[src/rtl/core/assert_macros.svh]
// Assertion macros shared by the compensation RTL.
`ifndef ASSERT_MACROS_SVH
`define ASSERT_MACROS_SVH

// Property checked on every clock edge outside reset.
`define STHC_ASSERT(lbl, prop) \
  lbl: assert property (@(posedge clk) disable iff (!rst_n) prop) \
    else $error("sthc assertion failed");

// Property checked on every clock edge, reset included.
`define STHC_ASSERT_ALWAYS(lbl, prop) \
  lbl: assert property (@(posedge clk) prop) \
    else $error("sthc assertion failed");

`endif

[src/rtl/core/sthc_pkg.sv]
// Types and constants of the temperature and humidity compensation unit.
package sthc_pkg;

  // Configuration register indexes.
  typedef enum logic [2:0] {
    REG_T1  = 3'd0,
    REG_T2  = 3'd1,
    REG_T3  = 3'd2,
    REG_H1  = 3'd3,
    REG_H2  = 3'd4,
    REG_H3  = 3'd5,
    REG_H45 = 3'd6,
    REG_H6  = 3'd7
  } reg_idx_t;

  localparam int CFG_DW = 24;

  // One input beat.
  typedef struct packed {
    logic [19:0] raw_temperature;
    logic [15:0] raw_humidity;
  } in_beat_t;

  // One result beat.
  typedef struct packed {
    logic signed [15:0] temperature_q8;
    logic [16:0]        humidity_q10;
  } out_beat_t;

  // Unpacked calibration coefficients.
  typedef struct packed {
    logic [15:0]        t1;
    logic signed [15:0] t2;
    logic signed [15:0] t3;
    logic [7:0]         h1;
    logic signed [15:0] h2;
    logic [7:0]         h3;
    logic signed [11:0] h4;
    logic signed [11:0] h5;
    logic signed [7:0]  h6;
  } coef_t;

endpackage

[src/rtl/core/sthc_cfg.sv]
// Calibration register file with unpacking of the packed humidity coefficients.
module sthc_cfg (
  input  logic                       clk,
  input  logic                       rst_n,
  input  logic                       cfg_we,
  input  logic [2:0]                 cfg_index,
  input  logic [sthc_pkg::CFG_DW-1:0] cfg_wdata,
  output sthc_pkg::coef_t            coef
);
  import sthc_pkg::*;

  logic [15:0] t1_r, t2_r, t3_r, h2_r;
  logic [7:0]  h1_r, h3_r, h6_r;
  logic [23:0] h45_r;

  // Register writes.
  always_ff @(posedge clk) begin
    if (!rst_n) begin
      t1_r  <= '0;
      t2_r  <= '0;
      t3_r  <= '0;
      h1_r  <= '0;
      h2_r  <= '0;
      h3_r  <= '0;
      h45_r <= '0;
      h6_r  <= '0;
    end else if (cfg_we) begin
      unique case (reg_idx_t'(cfg_index))
        REG_T1:  t1_r  <= cfg_wdata[15:0];
        REG_T2:  t2_r  <= cfg_wdata[15:0];
        REG_T3:  t3_r  <= cfg_wdata[15:0];
        REG_H1:  h1_r  <= cfg_wdata[7:0];
        REG_H2:  h2_r  <= cfg_wdata[15:0];
        REG_H3:  h3_r  <= cfg_wdata[7:0];
        REG_H45: h45_r <= cfg_wdata;
        REG_H6:  h6_r  <= cfg_wdata[7:0];
        default: t1_r  <= t1_r;
      endcase
    end
  end

  // H4 takes the high byte and the low nibble of the middle byte; H5 the low
  // byte and the high nibble of the middle byte.
  always_comb begin
    coef.t1 = t1_r;
    coef.t2 = $signed(t2_r);
    coef.t3 = $signed(t3_r);
    coef.h1 = h1_r;
    coef.h2 = $signed(h2_r);
    coef.h3 = h3_r;
    coef.h4 = $signed({h45_r[23:16], h45_r[11:8]});
    coef.h5 = $signed({h45_r[7:0], h45_r[15:12]});
    coef.h6 = $signed(h6_r);
  end

endmodule

[config.mk]
export PLATFORM = sky130hd
export DESIGN_NAME = sthc_cfg
export DESIGN_NICKNAME = d
export VERILOG_FILES = /design/src/rtl/core/assert_macros.svh /design/src/rtl/core/sthc_pkg.sv /design/src/rtl/core/sthc_cfg.sv
export SDC_FILE = /design/constraint.sdc
export NUM_CORES = 1
export LEC_CHECK = 0
export BUFFER_PORTS_ARGS = -buffer_cell sky130_fd_sc_hd__buf_2
export CAP_MARGIN = 20
export CORE_ASPECT_RATIO = 0.6
export CORE_MARGIN = 3
export CORE_UTILIZATION = 45
export CTS_CLUSTER_DIAMETER = 30
export CTS_CLUSTER_SIZE = 30
export DETAILED_ROUTE_END_ITERATION = 10
export GPL_TIMING_DRIVEN = 0
export HOLD_SLACK_MARGIN = 0.08
export PLACE_DENSITY = 0.81
export SLEW_MARGIN = 20
export SYNTH_ARGS = -nofsm -noshare
export SYNTH_HDL_FRONTEND = slang
export SYNTH_SLANG_ARGS = --single-unit
[constraint.sdc]
create_clock -name clk -period 1 [get_ports clk]
set_input_delay 0 -clock clk [delete_from_list [all_inputs] [get_ports clk]]
set_output_delay 0 -clock clk [all_outputs]
set_load 0.01 [all_outputs]
==> results.ini, run 1 <==
[clock_network]
cts.sinks=112
clk_latency_ns=0.33
clkTransAtPathRegs_ns=0.07
post_cts_buffers=0
tritoncts=yes
htree_levels=3
cts_buffers=9
root_buffer=clkbuf_16
cts_buffer_depth=2

[cells_and_area]
fin_nets=592
areaGrowthSynthToFinish_pct=32.5
n_fill_cell=732
stdcell_count=679
antenna_cells=0
drive_gt1_frac=0.307

[grt]
grt_pass1_wl_mm=17.5
antenna_found_initial=0
grt_usage=0.224
grt_pass1_vias=3366
grt_max_degree=17
grt_overflow=0

[logic_synthesis]
yosysWarnings=0
ys_ff_latch=112
synthTopCellsByCount=136 x nand2_1, 112 x dfxtp_1, 112 x mux2i_1
yosysTopAreaCell=dfxtp_1
synth_area_um2=4080
synthArstFlopShare=0
syn_nets=426
synth_edf_count=0
netlist.area_leader.share=0.549
yosysSeqAreaShare=0.549
yosys.cell_types.count=13
ys.flop_type=dfxtp_1
avgSynthCellArea_um2=10.3
post-synth-top-count-cell=nand2_1
synthTopCellsByArea=dfxtp_1 55%, mux2i_1 27%, nand2_1 13%, buf_2 1.3%, clkbuf_1 1.0%
syn_inst=396

[critical_path]
cp_max_fo=10
worstSetupPathType=input port to flop
cp_data_required_time_ns=1.26
r2r_slack_ns=0.32
crit_path_start=cfg_index[0]
cp-end-kind=flop
critPathLaunchType=input port
r2r-start=t1_r[8]
r2r_end=t1_r[8]
arrival_ns=1.19
reg2reg_depth=2

[detailed_routing]
via_per_inst=5.00
wirelength_mm=11.6
drc_errors=0
post_drt_wl_per_cell_um=17.0
vias=3393
ant_nets=0
first_pass_iters=5
drtIter0Drc=159

[power_and_ir_drop]
ir_drop_v=0.00109
swShare=0.221
switchingPower_mw=2.01
p_comb_frac=0.077
p_clk_frac=0.414
p_per_area_nw_per_um2=1670
power_leakage_nw=3.03
seqPwrFrac=0.509
power_mw=9.06
p_int_mw=7.05

[placed_design]
numPortBuffers=140
place_hpwl_mm=8.31
place_inst=648
gp_congestion=0.817

[timing]
finalMaxSlewViolations=0
tightestPinTransition_ns=0.647
clock.fmax_mhz=1070
fin_crit_sh=0.931
max_slew_margin=0.567
clock_skew_ns=0
min_period_ns=0.931
hold_violations=0
hold_ws_ns=0.159
finalSetupTns_ns=0
finalSetupViolations=0

[floorplan]
io_pins=142
chipHeight_um=79.8
core_um2=8650
start_util=0.472
rows=26
die_area_um2=10300
die_w_um=129

[hold_path]
hold_path_class=input port to flop
worstHoldPathCells=3
worstHoldEndpoint=t3_r[9]
hold_start=cfg_wdata[9]

[run]
maxCapViolCount=0

[status]
status=complete, no violations

[power by group through the flow]
stage,logic [mW],clock network (mW),registers (mW)
final,0.701,3.75,4.61
after detailed placement,0.649,0,4.71
after floorplan,0.308,0,4.75
after CTS,0.697,3.84,4.61
after global placement,0.632,0,4.70
after global routing,0.758,4.02,4.61
[worst max-delay path: stages]
cell     delay [ns]
buf_2          0.14
or4b_4         0.54
buf_6          0.16
buf_8          0.16
mux2i_1        0.18
[placed cells by master (no fill, tap or decap), types with 2 or more instances in the layout]
cell type      Yosys  final
nand4bb_1          2      2
dlygate4sd3_1      0     15
clkbuf_2           0      4
clkbuf_16          0      9
clkbuf_1          11     10
nand4b_1           3      3
nand2_1          136    136
mux2i_1          112    112
buf_4              2      2
clkbuf_8           0      4
buf_2             11    150
dfxtp_1          112    112
[per-layer routing]
layer	up-vias	wire, um	track usage
li1	1650	-	-
met5	-	0	0
met4	0	19	0.0482
met2	124	5230	0.355
met1	1617	5340	0.298
met3	2	971	0.0762
[kinds of logic after synthesis]
kind of cell / count (synthesis) / synth area share
buffers and inverters: 28 / 0.0328
DFF: 112 / 0.549
muxes: 112 / 0.275
and+or+nand+nor: 144 / 0.143
[through the flow]
step | cell area [um2] | setup slack [ns] | utilization
2_1_floorplan | 4090 | -0.0394 | -
3_3_place_gp | 4930 | -0.489 | 0.570
5_1_grt | 5410 | -0.0122 | 0.625
4_1_cts | 5410 | 0.0163 | 0.625
6_report | 5410 | 0.0691 | 0.625
3_5_place_dp | 4930 | -0.517 | 0.570
[state kept, by name, indices dropped and copies added, names as in the netlist]
name and flops:
h6_r 8, t1_r 16, t3_r 16, h45_r 24, h1_r 8, h3_r 8
h2_r 16, t2_r 16
[area by class of cell]
type | count | area [um2] | area share
Clock buffer | 14 | 284 | 0.0525
Timing Repair Buffer | 155 | 851 | 0.157
Clock inverter | 2 | 35.0 | 0.00647
Buffer | 28 | 149 | 0.0275
Tap cell | 112 | 140 | 0.0259
Sequential cell | 112 | 2240 | 0.414
Multi-Input combinational cell | 256 | 1710 | 0.316
[what timing repair did]
item                                    in CTS  in global routing
endpoints found under the hold margin       31                  0
endpoints found under the setup margin      62                 22
gates cloned                                 0                  0
hold buffers                                15                  0
gates resized for setup                      1                  6
[worst max-delay path by stage]
stage	endpoint	slack, ns	cells after the start
final	t1_r[8]	0.07	5
after global routing	t2_r[12]	-0.01	5
after floorplan	t1_r[6]	-0.04	4
after detailed placement	h45_r[6]	-0.52	4
after global placement	t2_r[6]	-0.49	4
after CTS	t2_r[12]	0.02	5
(Power assumes the default switching activity.)
==> run 2: changes to the inputs <==
--- a/config.mk
+++ b/config.mk
@@ -8,13 +8,14 @@
 export BUFFER_PORTS_ARGS = -buffer_cell sky130_fd_sc_hd__buf_2
 export CAP_MARGIN = 20
 export CORE_ASPECT_RATIO = 0.6
-export CORE_MARGIN = 3
+export CORE_MARGIN = 4
 export CORE_UTILIZATION = 45
 export CTS_CLUSTER_DIAMETER = 30
 export CTS_CLUSTER_SIZE = 30
 export DETAILED_ROUTE_END_ITERATION = 10
 export GPL_TIMING_DRIVEN = 0
 export HOLD_SLACK_MARGIN = 0.08
+export MAX_ROUTING_LAYER = met4
 export PLACE_DENSITY = 0.81
 export SLEW_MARGIN = 20
 export SYNTH_ARGS = -nofsm -noshare
==> results.ini, run 2 (synthesis results as in run 1) <==
[cells_and_area]
antenna_cells=0
largest_reg_flops=24
fin_nets=592
regMostFlops=h45_r
final_cell_mix=150 x buf_2, 136 x nand2_1, 112 x mux2i_1, 112 x dfxtp_1, 14 x dlygate4sd3_1
layout_commonest_cell=buf_2
n_fill_cell=744
fin_area_um2=5420
stdcell_count=679
drive_gt1_frac=0.310
areaGrowthSynthToFinish_pct=32.7

[critical_path]
cpLargestDelayFamily=simple AND/OR/NAND/NOR gates
arrival_ns=1.13
cp_cell_sequence=buf_2 -> or4b_4 -> buf_6 -> buf_8 -> mux2i_1
cp_slowest_cell=or4b_4
cp_max_fo=10
cp_data_required_time_ns=1.22
critPathLaunchType=input port
r2r_end=t1_r[13]
r2r_slack_ns=0.36
worstSetupPathType=input port to flop
reg2reg_depth=2
max_stage_delay_ns=0.54
cp-end-kind=flop
r2r-start=t1_r[13]
worst-path-buf-inv=3

[floorplan]
start_util=0.470
core_um2=8690
die_area_um2=10700
chipHeight_um=81.8
io_pins=142
die_w_um=131
rows=26

[power_and_ir_drop]
power_leakage_nw=3.04
seqPwrFrac=0.499
swShare=0.229
p_per_area_nw_per_um2=1700
p_clk_frac=0.426
ir_drop_v=0.00127
switchingPower_mw=2.12
power_mw=9.23
p_comb_frac=0.075
p_int_mw=7.11

[detailed_routing]
wirelength_mm=11.6
drc_errors=0
vias=3387
drtIter0Drc=174
post_drt_wl_per_cell_um=17.1
via_per_inst=4.99
ant_nets=0
first_pass_iters=4

[placed_design]
numPortBuffers=140
placed_cell_area_um2=4930
place_hpwl_mm=8.49
place_inst=648
gp_congestion=0.792

[clock_network]
clkTransAtPathRegs_ns=0.07
cts_buffer_depth=2
tritoncts=yes
cts_buffers=9
clk_latency_ns=0.35
htree_levels=3
root_buffer=clkbuf_16
cts.sinks=112

[timing]
min_period_ns=0.910
max_slew_margin=0.583
fin_crit_sh=0.910
rsz0062_at_grt=false
finalSetupViolations=0
tightestPinTransition_ns=0.623
hold_ws_ns=0.108
finalMaxSlewViolations=0
clock_skew_ns=0
hold_violations=0
clock.fmax_mhz=1100

[grt]
antenna_found_initial=0
grt_overflow=0
grt_usage=0.225
grt_pass1_vias=3344
grt_pass1_wl_mm=17.6
grt_max_degree=19

[hold_path]
hold_path_class=input port to flop
worstHoldPathCells=3
worstHoldEndpoint=t1_r[9]
hold_start=cfg_wdata[9]

[status]
status=complete, no violations

[run]
maxCapViolCount=0

[run 2: cell count changes in the layout (fill, tap and decap cells not counted), sizes merged]
cell / change
inv: +2
clkinvlp: +1
clkbuf: -4
dlygate4sd3: -1
buf: +1
bufinv: +1
[run 2: layer usage]
| metal | vias up | GRT usage | wire (um) |
|---|---|---|---|
| li1 | 1636 | - | - |
| met1 | 1597 | 0.295 | 5500 |
| met2 | 135 | 0.341 | 5090 |
| met3 | 19 | 0.0650 | 870 |
| met4 | 0 | 0.0667 | 166 |
| met5 | - | - | 0 |
[run 2: final cells by class]
class	count	area [um2]	share of cell area
Sequential cell	112	2240	0.414
Multi-Input combinational cell	256	1710	0.316
Timing Repair Buffer	155	848	0.157
Clock buffer	10	239	0.0441
Buffer	28	149	0.0275
Tap cell	112	140	0.0259
Clock inverter	6	90.1	0.0166
[run 2: worst max-delay path by stage]
stage	depth (start not counted)	slack (ns)	start	endpoint
4_1_cts	5	0.008	rst_n	t2_r[4]
6_report	5	0.09	cfg_index[0]	t1_r[13]
2_1_floorplan	4	-0.04	cfg_index[0]	t1_r[6]
3_5_place_dp	5	-0.58	rst_n	t2_r[4]
3_3_place_gp	5	-0.54	rst_n	t2_r[6]
5_1_grt	4	0.05	rst_n	t2_r[4]
[run 2: per-stage QoR]
| step | util | setup slack [ns] | setup TNS [ns] |
|---|---|---|---|
| floorplan | - | -0.0394 | -0.362 |
| global placement | 0.568 | -0.539 | -43.16 |
| detailed placement | 0.568 | -0.583 | -46.51 |
| CTS | 0.622 | 0.00798 | 0 |
| global route | 0.624 | 0.0460 | 0 |
| finish | 0.624 | 0.0898 | 0 |
[run 2: power groups by stage]
| stage | registers [mW] | clock network (mW) | logic (mW) |
|---|---|---|---|
| finish | 4.61 | 3.93 | 0.694 |
| global route | 4.62 | 4.17 | 0.756 |
| detailed placement | 4.71 | 0 | 0.646 |
| CTS | 4.61 | 3.98 | 0.692 |
| floorplan | 4.75 | 0 | 0.308 |
| global placement | 4.71 | 0 | 0.634 |
[run 2: worst register-to-register path: stages, from the launching register on]
cell and delay (ns):
dfxtp_1 0.34, nand2_1 0.06, mux2i_1 0.17
[run 2: timing repair]
action                                  CTS  global route
hold endpoints to repair                 32             0
resized for setup                         1             6
endpoints found under the setup margin   93            26
setup buffers                             0             1
hold buffers                             14             0
